$ cat src/design/ftpt_pkg.sv
// Package for the frame table packet trigger extractor.
// Holds the constants, status and state codes and the queue entry type.
// No dependencies.
package ftpt_pkg;

  localparam int unsigned MAX_FRAMES_DEF       = 256;
  localparam int unsigned MAX_PACKET_WORDS_DEF = 16 * 1024 * 1024;

  localparam int unsigned WORD_W  = 32;
  localparam int unsigned PW_W    = 25;
  localparam int unsigned NFW_W   = 27;
  localparam int unsigned TRIG_W  = 16;
  localparam int unsigned VAL_W   = 17;

  localparam logic [31:0] MAGIC_BE = 32'hCAFE_BABE;
  localparam logic [31:0] MAGIC_LE = 32'hBEBA_FECA;
  localparam logic [3:0]  TYPE_START_A = 4'h3;
  localparam logic [3:0]  TYPE_START_B = 4'hB;
  localparam logic [3:0]  TYPE_HLT     = 4'hE;
  localparam logic [VAL_W-1:0] NOT_SEEN = 17'h1_0000;

  typedef enum logic [2:0] {
    STAT_FOUND   = 3'd0,
    STAT_NONE    = 3'd1,
    STAT_BAD_SZ  = 3'd2,
    STAT_BAD_MAG = 3'd3,
    STAT_BAD_CNT = 3'd4,
    STAT_BAD_LEN = 3'd5,
    STAT_OVERRUN = 3'd6
  } status_t;

  typedef enum logic [1:0] {
    BK_RUN,
    BK_RD,
    BK_CHK
  } back_state_t;

  // one queue word: packet word plus its position as worked out in front
  typedef struct packed {
    logic [WORD_W-1:0] word;
    logic [PW_W-1:0]   idx;
    logic [PW_W-1:0]   pw;
    logic              first;
    logic              new_event;
    logic              take;
    logic              last;
  } q_item_t;

endpackage

$ cat src/design/ftpt_queue.sv
// Short FIFO between front end and back end.
// Depends on ftpt_pkg.
module ftpt_queue import ftpt_pkg::*; #(
  parameter int unsigned DEPTH = 4
) (
  input  logic    clk,
  input  logic    rst,
  input  logic    push,
  input  q_item_t push_data,
  output logic    full,
  input  logic    pop,
  output logic    valid,
  output q_item_t head
);
  localparam int unsigned AW = (DEPTH > 1) ? $clog2(DEPTH) : 1;

  q_item_t        slots [DEPTH];
  logic [AW-1:0]  wr_ptr, rd_ptr;
  logic [AW:0]    count;

  assign full  = count == (AW+1)'(DEPTH);
  assign valid = count != '0;
  assign head  = slots[rd_ptr];

  always_ff @(posedge clk) begin
    if (push) begin
      slots[wr_ptr] <= push_data;
    end
    if (rst) begin
      wr_ptr <= '0;
      rd_ptr <= '0;
      count  <= '0;
    end else begin
      if (push) begin
        wr_ptr <= (wr_ptr == AW'(DEPTH - 1)) ? '0 : wr_ptr + 1'b1;
      end
      if (pop) begin
        rd_ptr <= (rd_ptr == AW'(DEPTH - 1)) ? '0 : rd_ptr + 1'b1;
      end
      count <= count + (AW+1)'(push) - (AW+1)'(pop);
    end
  end
endmodule

$ cat config.mk
export PLATFORM = sky130hd
export DESIGN_NAME = ftpt_queue
export DESIGN_NICKNAME = d
export VERILOG_FILES = /design/src/design/ftpt_pkg.sv /design/src/design/ftpt_queue.sv
export SDC_FILE = /design/constraint.sdc
export NUM_CORES = 1
export LEC_CHECK = 0
export ABC_AREA = 1
export BUFFER_PORTS_ARGS = -buffer_cell sky130_fd_sc_hd__buf_2
export CORE_AREA = 2 2 159 161
export DETAILED_ROUTE_END_ITERATION = 8
export DIE_AREA = 0 0 161 163
export PLACE_DENSITY = 0.8
export SLEW_MARGIN = 20
export SYNTH_ARGS = -nofsm -noshare
export SYNTH_HDL_FRONTEND = slang
export SYNTH_SLANG_ARGS = --single-unit
$ cat constraint.sdc
create_clock -name clk -period 3.48 [get_ports clk]
set_input_delay 0.522 -clock clk [delete_from_list [all_inputs] [get_ports clk]]
set_output_delay 0.522 -clock clk [all_outputs]
set_load 0.01 [all_outputs]
; After elaboration in Yosys (flattened, before gate mapping)
; Memories as Yosys holds them, arrays and structs flattened. A register that Yosys moved wholly into a read port is not among the register bits.
; Cells that the tools add are included.
[word_totals]
ff_bits = 7
ramBits = 344
wordCells = 18
memories = 1
[classes]
add_sub_neg = 4
eq_ne = 3
n_mux = 6
reduce_logical = 1
[memory_table]
columns = name, words, width, rd, rd_ports_with_merged_regs, wr, line_no
row1 = slots, 4, 86, 1, 1, 1, ftpt_queue.sv:17  ; q_item_t slots [DEPTH];
[ops]
columns = cell, count
row1 = $mux 2, 4
row2 = $add 2x1->2 const B, 2
row3 = $eq 2x2->1 const B, 2
row4 = $add 3x1->3, 1
row5 = $eq 3x3->1 const B, 1
row6 = $reduce_bool 3->1, 1
row7 = $sub 3x1->3, 1
row8 = $mux 1, 2

; Longest topological paths before layout
[depth]
word_depth = 4
depth_mapped = 8
mapped_depth_nobuf = 8

; Worst setup path before layout
; OpenSTA, ideal clock, no wires.
[synth_path]
kind = input to register
start = input push
end = memory slots[0][0] (netlist bit), enable pin
setup_time_ps = 440
t_arrival_ps = 2390
path_slack_ps = 650
cell_stages = 3
cell_sequence = buf_2 nand2_1 inv_1
[synth_between]
elab_chain_cells = 2
[synth_rtl]
columns = item, line_no
row1 = from (decl), ftpt_queue.sv:8  ; input logic push,
row2 = $mux 1, ftpt_queue.sv:26  ; if (push) begin
row3 = $mux 1 (implied by the code), ftpt_queue.sv:27  ; slots[wr_ptr] <= push_data;
row4 = to (decl), ftpt_queue.sv:17
; No other way between the ends.

==> summary.txt <==
Synthesis
  – Synthesized area per cell: 13.14 um^2
  – Yosys cell types: 19
  – YS warnings: 0
  – Netlist Area Pre-Place: 13950 um^2
  – Syn nets: 1160
  – Sequential area share after synthesis: 0.7533
  – Post-Synthesis Cells: 1062
  – Flops & latches, synth: 353

Clocking
  – Postcts setup bufs: 0
  – Clk sinks: 353
  – H-tree depth: 2
  – CTS Buffer Depth: 3
  – Clk pin slew, worst setup/hold paths: 60 ps
  – Root Driver: clkbuf_16
  – Hold_buf cts: 0
  – Resize count post-CTS: 0
  – TritonCTS Buffers: 36
  – CTS tree: built
  – Clk_lat worst skew: 500 ps

Critical path
  – Crit path cell chain: buf_12 -> a21oi_1 -> o21ai_0 -> nand2_1 -> buf_2
  – Crit. End Element: output pin
  – Worst Path Arrival: 2190 ps
  – CP max FO: between 70 and 80
  – Crit-path slowest cell: dfxtp_4
  – Startpoint types: flop
  – WP data required: between 2000 and 3000 ps
  – Buf+Inv Stages, Crit Path: 2
  – Slowest cell delay on critical path: between 800 and 900 ps
  – Top delay family on crit path: flip-flops
  – Crit Path Class: reg -> out

Die
  – CORE AREA: about 25000 um^2
  – IO Count: 178
  – Die area: about 26000 um^2
  – Rows: 58
  – Chip Height: 163 um
  – Initial Utilization: 0.5655
  – Die W: about 160 um

Pwr
  – Pwr Total: ~9.5 mW
  – Pwr Density: between 500 and 600 nW/um^2
  – LEAKAGE: 6.367 nW
  – Worst VDD drop: about 0.33 mV

Global route
  – First-pass GRT wire length: 39.30 mm
  – Pin count of the biggest net entering global routing: 88
  – Initial antenna violation count: 6
  – Vias in the first global route: around 7900
  – GR Util All Layers: 0.1901
  – Total grt overflow: 0

Layout
  – Share of cells above drive strength 1: 0.1955
  – Core Util, Final: 0.6579
  – FILL cells: ~1800
  – Area Overhead vs Synth: 16.35%
  – Net count reported at finish: 1331
  – Most frequent cells in the layout: 344 x edfxtp_1, 182 x inv_1, 181 x nand2_1
  – Commonest non-fill, non-tap cell in the layout: edfxtp_1
  – Post-route cell area: around 16000 um^2

Timing
  – Highest Clock Rate: between 300 and 400 MHz
  – Post-route setup TNS: 0 ps
  – Setup Skew: around 9.5 ps
  – Hold Fails Final Rpt: 0
  – Final setup vio count: 0
  – Fin crit share: 0.7785
  – RSZ-0062 raised after global routing: false
  – Worst slew pin tran: just over 700 ps
  – Final slew viol count: 0
  – Final min period: between 2000 and 3000 ps
  – Max-slew headroom: 0.5197

Routing
  – Top Layer Used: met4
  – Initial DRC Count: between 500 and 600
  – Met2 routed wirelength: ~12 mm
  – Vias per cell: 5.204
  – Routed WL: 25.42 mm
  – Post-DR wirelength/cell: about 16 um
  – Routed vias: roughly 8300
  – DRC viols: 0
  – Met3 wire length: 1.675 mm
  – Final ANT Viol Nets: 0
  – First-pass iteration count of the detailed router: 5
  – Post-Route M1 WL: approximately 11 mm

Run
  – Max Cap Viol: 0

Run status
  – Outcome: finished clean

Placed design
  – Gpl congestion: ~0.76
  – Post-DP Area: between 15000 and 20000 um^2
  – HPWL after DPL: roughly 15 mm
  – Port bufs: ~180

Worst hold path
  – HP Class: in -> reg
[worst paths after layout]
path | start | end | slack (ps) | depth (start not counted)
worst max register to register | wr_ptr[0] | slots[2][56] | 1580 | 5
worst max-delay path | flop | head[33] | 770 | 5
worst min-delay path | push_data[8] | slots[2][8] | 230 | 1
worst min register to register | rd_ptr[0] | flop | 520 | 2
[logic make-up (layout without fill, tap and decap cells)]
| logic type | after synthesis | after routing | synth area share |
|---|---|---|---|
| other | 0 | 6 | 0 |
| flip-flops | 353 | 353 | 0.7533 |
| adder cells (fa/ha/maj) | 8 | 8 | 0.007712 |
| AND/OR/NAND/NOR | 193 | 193 | 0.05219 |
| AO/OA/AOI/OAI | 262 | 262 | 0.1094 |
| XOR/XNOR | 1 | 1 | 0.0006279 |
| buffers and inverters | 245 | 441 | 0.07676 |
[report_power, final]
group | switching [mW] | internal [mW]
sequential | 0.0751 | 4.88
combinational | 0.594 | 0.321
clock | 1.48 | 2.18
[registers in the layout, indices dropped and copies added, names as in the netlist, named ones only]
register  count
rd_ptr        2
wr_ptr        2
slots       344
count         3
[cells in the mapped netlist, drive strengths merged]
cell / number / area [um^2]
buf: 43 / 312.8
nand2: 181 / 679.4
o211ai: 86 / 645.6
nor2: 9 / 33.78
xnor2: 1 / 8.760
nand3: 2 / 10.01
fa: 1 / 20.02
inv: 187 / 701.9
a21oi: 89 / 445.4
nor3: 1 / 5.000
dfxtp: 9 / 180.2
o21ai: 87 / 435.4
edfxtp: 344 / 10330
ha: 7 / 87.58
clkbuf: 15 / 56.30
[stage by stage]
step | hold slack, ps | instances | setup WS (ps)
final | 234.7 | 1594 | 770.7
after global routing | 215.0 | 1591 | 555.9
after CTS | 208.4 | 1588 | 723.2
after detailed placement | 501.5 | 1525 | 1260
after global placement | 482.3 | 1525 | 1321
after floorplan | 467.6 | 1062 | 650.5
[layout make-up]
cell class / count / area (um^2) / area share
well taps: 330 / 412.9 / 0.02544
multi-input cells: 464 / 2371 / 0.1461
diodes: 6 / 15.01 / 0.0009249
inverters: 187 / 711.9 / 0.04386
flip-flops and latches: 353 / 10520 / 0.6479
clock inverters: 18 / 170.2 / 0.01048
clock buffers: 45 / 955.9 / 0.05889
repair buffers: 191 / 1079 / 0.06644
[layer usage]
metal / track usage / vias up
li1: - / 4053
met1: 0.2483 / 3956
met2: 0.3158 / 246
met3: 0.04838 / 40
met4: 0.06169 / 0
met5: 0 / -
[worst register-to-register path: cells and delay by family (launching register included)]
| family | cells | cell delay (ps) |
|---|---|---|
| adder cells (fa/ha/maj) | 1 | 140 |
| AND/OR/NAND/NOR | 1 | 90 |
| flip-flops | 1 | 350 |
| buffers and inverters | 3 | 960 |
Note: power is estimated with default switching activity, not from simulation.
