`src/design/ftpt_pkg.sv`:
```
// Package for the frame table packet trigger extractor.
// Holds the constants, status and state codes and the queue entry type.
// No dependencies.
package ftpt_pkg;

  localparam int unsigned MAX_FRAMES_DEF       = 256;
  localparam int unsigned MAX_PACKET_WORDS_DEF = 16 * 1024 * 1024;

  localparam int unsigned WORD_W  = 32;
  localparam int unsigned PW_W    = 25;
  localparam int unsigned NFW_W   = 27;
  localparam int unsigned TRIG_W  = 16;
  localparam int unsigned VAL_W   = 17;

  localparam logic [31:0] MAGIC_BE = 32'hCAFE_BABE;
  localparam logic [31:0] MAGIC_LE = 32'hBEBA_FECA;
  localparam logic [3:0]  TYPE_START_A = 4'h3;
  localparam logic [3:0]  TYPE_START_B = 4'hB;
  localparam logic [3:0]  TYPE_HLT     = 4'hE;
  localparam logic [VAL_W-1:0] NOT_SEEN = 17'h1_0000;

  typedef enum logic [2:0] {
    STAT_FOUND   = 3'd0,
    STAT_NONE    = 3'd1,
    STAT_BAD_SZ  = 3'd2,
    STAT_BAD_MAG = 3'd3,
    STAT_BAD_CNT = 3'd4,
    STAT_BAD_LEN = 3'd5,
    STAT_OVERRUN = 3'd6
  } status_t;

  typedef enum logic [1:0] {
    BK_RUN,
    BK_RD,
    BK_CHK
  } back_state_t;

  // one queue word: packet word plus its position as worked out in front
  typedef struct packed {
    logic [WORD_W-1:0] word;
    logic [PW_W-1:0]   idx;
    logic [PW_W-1:0]   pw;
    logic              first;
    logic              new_event;
    logic              take;
    logic              last;
  } q_item_t;

endpackage

```
`src/design/ftpt_if.sv`:
```
// Channel interfaces for the packet trigger extractor.
// Depends on ftpt_pkg.
interface ftpt_in_if import ftpt_pkg::*; ();
  logic              valid;
  logic              ready;
  logic [WORD_W-1:0] word;
  logic              first_of_packet;
  logic              last_of_packet;
  logic [PW_W-1:0]   packet_words;
  logic              new_event;
  modport source (output valid, word, first_of_packet, last_of_packet, packet_words,
                  new_event, input ready);
  modport sink   (input valid, word, first_of_packet, last_of_packet, packet_words,
                  new_event, output ready);
endinterface


```
`src/design/ftpt_front.sv`:
```
// Front end: takes input words, tracks the word index and drops idle words.
// Depends on ftpt_pkg, ftpt_if.
module ftpt_front import ftpt_pkg::*; (
  input  logic            clk,
  input  logic            rst,
  ftpt_in_if.sink         in_ch,
  input  logic            q_full,
  output logic            q_push,
  output q_item_t         q_data
);
  logic [PW_W-1:0] word_index, word_index_next;
  logic [PW_W-1:0] packet_length, packet_length_next;
  logic            acc;

  assign in_ch.ready = !q_full;
  assign acc = in_ch.valid && in_ch.ready;

  always_comb begin
    q_data.word      = in_ch.word;
    q_data.first     = in_ch.first_of_packet;
    q_data.new_event = in_ch.new_event;
    q_data.pw        = in_ch.packet_words;
    q_data.last      = in_ch.last_of_packet;
    if (in_ch.first_of_packet) begin
      q_data.idx         = '0;
      packet_length_next = in_ch.packet_words;
    end else begin
      q_data.idx         = word_index;
      packet_length_next = packet_length;
    end
    q_data.take     = q_data.idx < packet_length_next;
    word_index_next = q_data.take ? q_data.idx + 1'b1 : q_data.idx;
    // words past the packet end with no last mark carry nothing
    q_push = acc && (q_data.first || q_data.take || q_data.last);
  end

  always_ff @(posedge clk) begin
    if (rst) begin
      word_index    <= '0;
      packet_length <= '0;
    end else if (acc) begin
      word_index    <= word_index_next;
      packet_length <= packet_length_next;
    end
  end
endmodule

```
`src/flat_wrapper.sv`:
```
// flat-port wrapper written by rule: the top's interface ports become plain ports
module ftpt_front_flat import ftpt_pkg::*;
  (clk, rst, q_full, q_push, q_data, in_ch_valid, in_ch_word, in_ch_first_of_packet, in_ch_last_of_packet, in_ch_packet_words, in_ch_new_event, in_ch_ready);
  ftpt_in_if in_ch_i ();
  input  logic clk;
  input  logic rst;
  input  logic q_full;
  output logic q_push;
  output q_item_t q_data;
  input wire logic [$bits(in_ch_i.valid)-1:0] in_ch_valid;
  input wire logic [$bits(in_ch_i.word)-1:0] in_ch_word;
  input wire logic [$bits(in_ch_i.first_of_packet)-1:0] in_ch_first_of_packet;
  input wire logic [$bits(in_ch_i.last_of_packet)-1:0] in_ch_last_of_packet;
  input wire logic [$bits(in_ch_i.packet_words)-1:0] in_ch_packet_words;
  input wire logic [$bits(in_ch_i.new_event)-1:0] in_ch_new_event;
  output wire logic [$bits(in_ch_i.ready)-1:0] in_ch_ready;
  assign in_ch_i.valid = in_ch_valid;
  assign in_ch_i.word = in_ch_word;
  assign in_ch_i.first_of_packet = in_ch_first_of_packet;
  assign in_ch_i.last_of_packet = in_ch_last_of_packet;
  assign in_ch_i.packet_words = in_ch_packet_words;
  assign in_ch_i.new_event = in_ch_new_event;
  assign in_ch_ready = in_ch_i.ready;
  ftpt_front u_core (.clk(clk), .rst(rst), .in_ch(in_ch_i), .q_full(q_full), .q_push(q_push), .q_data(q_data));
endmodule
```
`config.mk`:
```
export PLATFORM = sky130hd
export DESIGN_NAME = ftpt_front_flat
export DESIGN_NICKNAME = d
export VERILOG_FILES = /design/src/design/ftpt_pkg.sv /design/src/design/ftpt_if.sv /design/src/design/ftpt_front.sv /design/src/flat_wrapper.sv
export SDC_FILE = /design/constraint.sdc
export NUM_CORES = 1
export LEC_CHECK = 0
export BUFFER_PORTS_ARGS = -buffer_cell sky130_fd_sc_hd__buf_2
export CORE_ASPECT_RATIO = 0.75
export CORE_UTILIZATION = 31
export DETAILED_ROUTE_END_ITERATION = 10
export GPL_TIMING_DRIVEN = 0
export SETUP_SLACK_MARGIN = 0.4
export SYNTH_ARGS = -nofsm -noshare
export SYNTH_HDL_FRONTEND = slang
export SYNTH_SLANG_ARGS = --single-unit
```
`constraint.sdc`:
```
create_clock -name clk -period 7.4 [get_ports clk]
set_input_delay 0.74 -clock clk [delete_from_list [all_inputs] [get_ports clk]]
set_output_delay 0.74 -clock clk [all_outputs]
set_load 0.005 [all_outputs]
```
; After elaboration in Yosys (flattened, before gate mapping)
; Index checks and enable logic that the tools add are counted.
[classes]
add_sub_neg = 1
order_cmp = 1
n_mux = 3
n_reduce_logical = 5
[ops]
columns = op, n
row1 = 25-bit 2-to-1 mux, 3
row2 = 25-bit by 1-bit adder with 25-bit output (second input constant), 1
row3 = 25-bit < comparator, 1
row4 = 1-bit logical AND, 2
row5 = 1-bit logical OR, 2
row6 = 1-bit zero test, 1
[word_totals]
regBits = 50
inputBits = 64

; Longest topological paths before layout
[logic_depth]
word_depth = 5
ltp_mapped = 13

; Worst setup path before layout
; OpenSTA, ideal clock, no wires.
[synth_timing]
kind = input port to output port
start = input in_ch_first_of_packet
end = output q_push
arrival_time_ns = 4.048
required_ns = 6.660
path_slack_ns = 2.612
cell_stages = 13
n_path_buf = 4
cell_sequence = buf_2 clkbuf_1 clkbuf_1 buf_1 mux2i_1 ha_1 nand4_1 or3_1 or4_1 o21bai_1 nand2_1 inv_1 o31a_1
[synth_lines]
columns = item, line_no
row1 = start: declaration, flat_wrapper.sv:12  ; input wire logic [$bits(in_ch_i.first_of_packet)-1:0] in_ch_first_of_packet;
row2 = end: declaration, flat_wrapper.sv:8  ; output logic q_push;

; Worst setup path after layout
[layout_timing]
start = input in_ch_first_of_packet
end = output q_push
[layout_via]
elab_chain_len = 5
elab_cells_between_ends = 6
[layout_rtl]
columns = item, line_no
row1 = 25-bit 2-to-1 mux, ftpt_front.sv:24  ; if (in_ch.first_of_packet) begin
row2 = 25-bit < comparator, ftpt_front.sv:31  ; q_data.take = q_data.idx < packet_length_next;
row3 = 1-bit logical OR (*) (2 in a row), ftpt_front.sv:34  ; q_push = acc && (q_data.first || q_data.take || q_data.last);
row4 = 1-bit logical AND (*), ftpt_front.sv:34
; Mark *: on every way between the ends. The rest lies on a longest branch, timed or not.

==> impl_metrics.env <==
export IMPL_outcome="complete, no violations"
export IMPL_peakVddDrop_uv=84.7
export IMPL_mostFrequentLayoutCell="buf_2"
export IMPL_crit_type="input pin to output port"
export IMPL_gr_usage_met2=0.298
export IMPL_mostFrequentLayoutCells="120 x buf_2, 89 x nand2_1, 60 x buf_4"
export IMPL_finalClockSkew_ns=0.00854
export IMPL_postSynthAreaPerCell_um2=7.64
export IMPL_async_flop_share=0
export IMPL_area_sequential_um2=1000
export IMPL_p_int_uw=456
export IMPL_io_buffers=117
export IMPL_instances_no_fill=791
export IMPL_clkSinkCount=50
export IMPL_synth_xor_xnor_area_share=0.00454
export IMPL_synthCells=505
export IMPL_clock_tree_buffer_depth=2
export IMPL_fin_nets=716
export IMPL_synth_compound_area_frac=0.136
export IMPL_relSlewSlack=0.382
export IMPL_combPwrFrac=0.189
export IMPL_placed_cells=784
export IMPL_clk_latency_ns=0.29
export IMPL_dp_hpwl_um=9120
export IMPL_h_tree_depth=2
export IMPL_grt_use_met1=0.261
export IMPL_grt_max_degree=14
export IMPL_synth_top_cell_area_share=0.260
export IMPL_final_layout_size_suffix_gt1_frac=0.313
export IMPL_multi_input_area_um2=2240
export IMPL_cp_data_arrival_time_ns=5.59
export IMPL_period_share=0.855
export IMPL_viasPerCell=5.07
export IMPL_synth_area_leader_cell="dfxtp_1"
export IMPL_rsz0062_at_grt="false"
export IMPL_ys_flop_type="dfxtp_1"
export IMPL_setup_violations=0
export IMPL_ys_seq_area_frac=0.260
export IMPL_place_ws_ns=1.17
export IMPL_ys_warn_count=0
export IMPL_synth_fa_ha_area_frac=0.0746
export IMPL_r2r_slack_ns=3.92
export IMPL_yosys_top_cells_area="dfxtp_1 26%, buf_4 12%, nand2_1 8.7%"
export IMPL_finalCriticalPeriod_ns=6.33
export IMPL_die_h_um=98.6
export IMPL_gp_congestion=0.890
export IMPL_grt_use_total=0.185
export IMPL_antenna_found_initial=0
export IMPL_slew_violations=0
export IMPL_wl_per_cell_um=15.0
export IMPL_ant_nets=0
export IMPL_grt_pass1_wl_um=18800
export IMPL_postCtsSetupBuffers=0
export IMPL_placed_area_um2=4640
export IMPL_required_ns=6.66
export IMPL_clkPwrFrac=0.365
export IMPL_synth_top_family_by_area="simple AND/OR/NAND/NOR gates"
export IMPL_end_kind="output port"
export IMPL_drc=0
export IMPL_drt_initial_drc_count=227
export IMPL_clk_pin_slew_worst_paths_ns=0.07
export IMPL_die_width_um=131
export IMPL_numCtsBuffers=5
export IMPL_fin_tns_setup_ns=0
export IMPL_finalWorstSetupSlack_ns=1.07
export IMPL_synth_edff_count=0
export IMPL_fp_row_count=34
export IMPL_hold_depth=2
export IMPL_min_to="u_core.packet_length[5]"
export IMPL_area_growth_pct=23.9
export IMPL_busiest_layer="met2"
export IMPL_ctsHoldBuffers=0
export IMPL_syn_num_nets=592
export IMPL_routed_wirelength_um=11900
export IMPL_power_density_nw_per_um2=130
export IMPL_synth_simple_area_share=0.265
export IMPL_dieArea_um2=12900
export IMPL_switching_share=0.266
export IMPL_initial_core_util=0.325
export IMPL_core_area_um2=11900
export IMPL_first_pass_iters=5
export IMPL_use_met3=0.0347
export IMPL_io_pins=152
export IMPL_overflow=0
export IMPL_r2r_end="u_core.word_index[2]"
export IMPL_fill_cells=1233
export IMPL_grt_pass1_vias=3783
export IMPL_ys_types=50
export IMPL_fmax_mhz=158
export IMPL_finalHoldViolCount=0
export IMPL_cts_resized=0
export IMPL_tritoncts="yes"
export IMPL_whs_ns=0.455
export IMPL_r2r_cells=10
export IMPL_muxShareOfSynthArea=0.101
export IMPL_drv_cap=0
export IMPL_synth_area_um2=3860
export IMPL_worstPathMaxFanout=10
export IMPL_worstMarginPinSlew_ns=0.926
export IMPL_hold_start="u_core.packet_length[5]"
export IMPL_diodes=0
export IMPL_power_frac_seq=0.447
export IMPL_leakage_nw=2.25
export IMPL_hp_class="register to register"
export IMPL_crit_path_start_kind="input pin"
export IMPL_cts_root_buf="clkbuf_16"
export IMPL_num_vias=4009
export IMPL_power_switching_uw=166
export IMPL_synth_seq_cells=50
export IMPL_timing_rr_start="u_core.word_index[10]"
export IMPL_postLayoutCellArea_um2=4780
-- worst max-delay path, cell delays in order --
cell and delay [ns]:
buf_2 0.13, buf_2 0.27, clkbuf_1 0.40, clkbuf_1 0.43
buf_1 0.75, mux2i_1 0.26, ha_1 0.35, nand4_1 0.11
or3_1 0.48, or4_1 0.53, o21bai_1 0.36, nand2_1 0.23
inv_1 0.15, o31a_1 0.26, buf_2 0.12
-- flip-flops by register name (all words and copies together), names as in the netlist --
name	cells
u_core.word_index	25
u_core.packet_length	25
-- cell families after synthesis --
kind of cell             count (synthesis)
flip-flops                              50
buffers and inverters                  102
multiplexers                            38
XOR/XNOR                                 2
AO/OA/AOI/OAI                           83
adder cells (fa/ha/maj)                 23
AND/OR/NAND/NOR                        207
-- per-layer routing --
metal	share of wire	wire length (µm)
met1	0.48	5690
met2	0.45	5280
met3	0.070	832
met4	0.0040	48
met5	0	0
-- cell type report --
type | count | share of cell area
Sequential cell | 50 | 0.210
Timing Repair Buffer | 117 | 0.123
Inverter | 12 | 0.00943
Multi-Input combinational cell | 353 | 0.470
Tap cell | 162 | 0.0424
Buffer | 90 | 0.119
Clock buffer | 7 | 0.0278
-- worst max path at each step --
stage | startpoint | to | slack (ns) | cells past startpoint
4_1_cts | in_ch_first_of_packet | q_push | 1.17 | 15
3_3_place_gp | in_ch_first_of_packet | q_push | 1.19 | 15
3_5_place_dp | in_ch_first_of_packet | q_push | 1.17 | 15
2_1_floorplan | in_ch_first_of_packet | q_push | 2.61 | 13
5_1_grt | in_ch_first_of_packet | q_push | 0.89 | 15
6_report | in_ch_first_of_packet | q_push | 1.07 | 15
-- cells in the mapped netlist (3+ instances only) --
| master | n |
|---|---|
| nand2_1 | 89 |
| buf_4 | 60 |
| dfxtp_1 | 50 |
| a21oi_1 | 40 |
| mux2i_1 | 30 |
| nand3_1 | 27 |
| ha_1 | 23 |
| clkbuf_1 | 21 |
| nor2b_1 | 19 |
| nor2_1 | 17 |
| and3_1 | 12 |
| inv_1 | 11 |
| nor3_1 | 11 |
| nand4_1 | 9 |
| mux2_2 | 8 |
| o21ai_0 | 7 |
| a31oi_1 | 6 |
| buf_1 | 6 |
| a41oi_1 | 4 |
| nor4_1 | 4 |
| o41ai_1 | 4 |
| a21o_1 | 3 |
| and2_1 | 3 |
| and4_1 | 3 |
| buf_2 | 3 |
| o21bai_1 | 3 |
| or3_1 | 3 |
-- power by group through the flow --
stage	registers [mW]	logic, mW	clock network, mW
2_1_floorplan	0.283	0.0723	0
3_3_place_gp	0.283	0.115	0
3_5_place_dp	0.284	0.117	0
4_1_cts	0.277	0.118	0.231
5_1_grt	0.278	0.132	0.239
6_report	0.278	0.117	0.227
-- through the flow --
step	util	total power, mW
floorplan	-	0.355
global placement	0.391	0.399
detailed placement	0.391	0.401
CTS	0.402	0.626
global route	0.402	0.649
finish	0.402	0.622
Power figures use the tool's default switching activity.
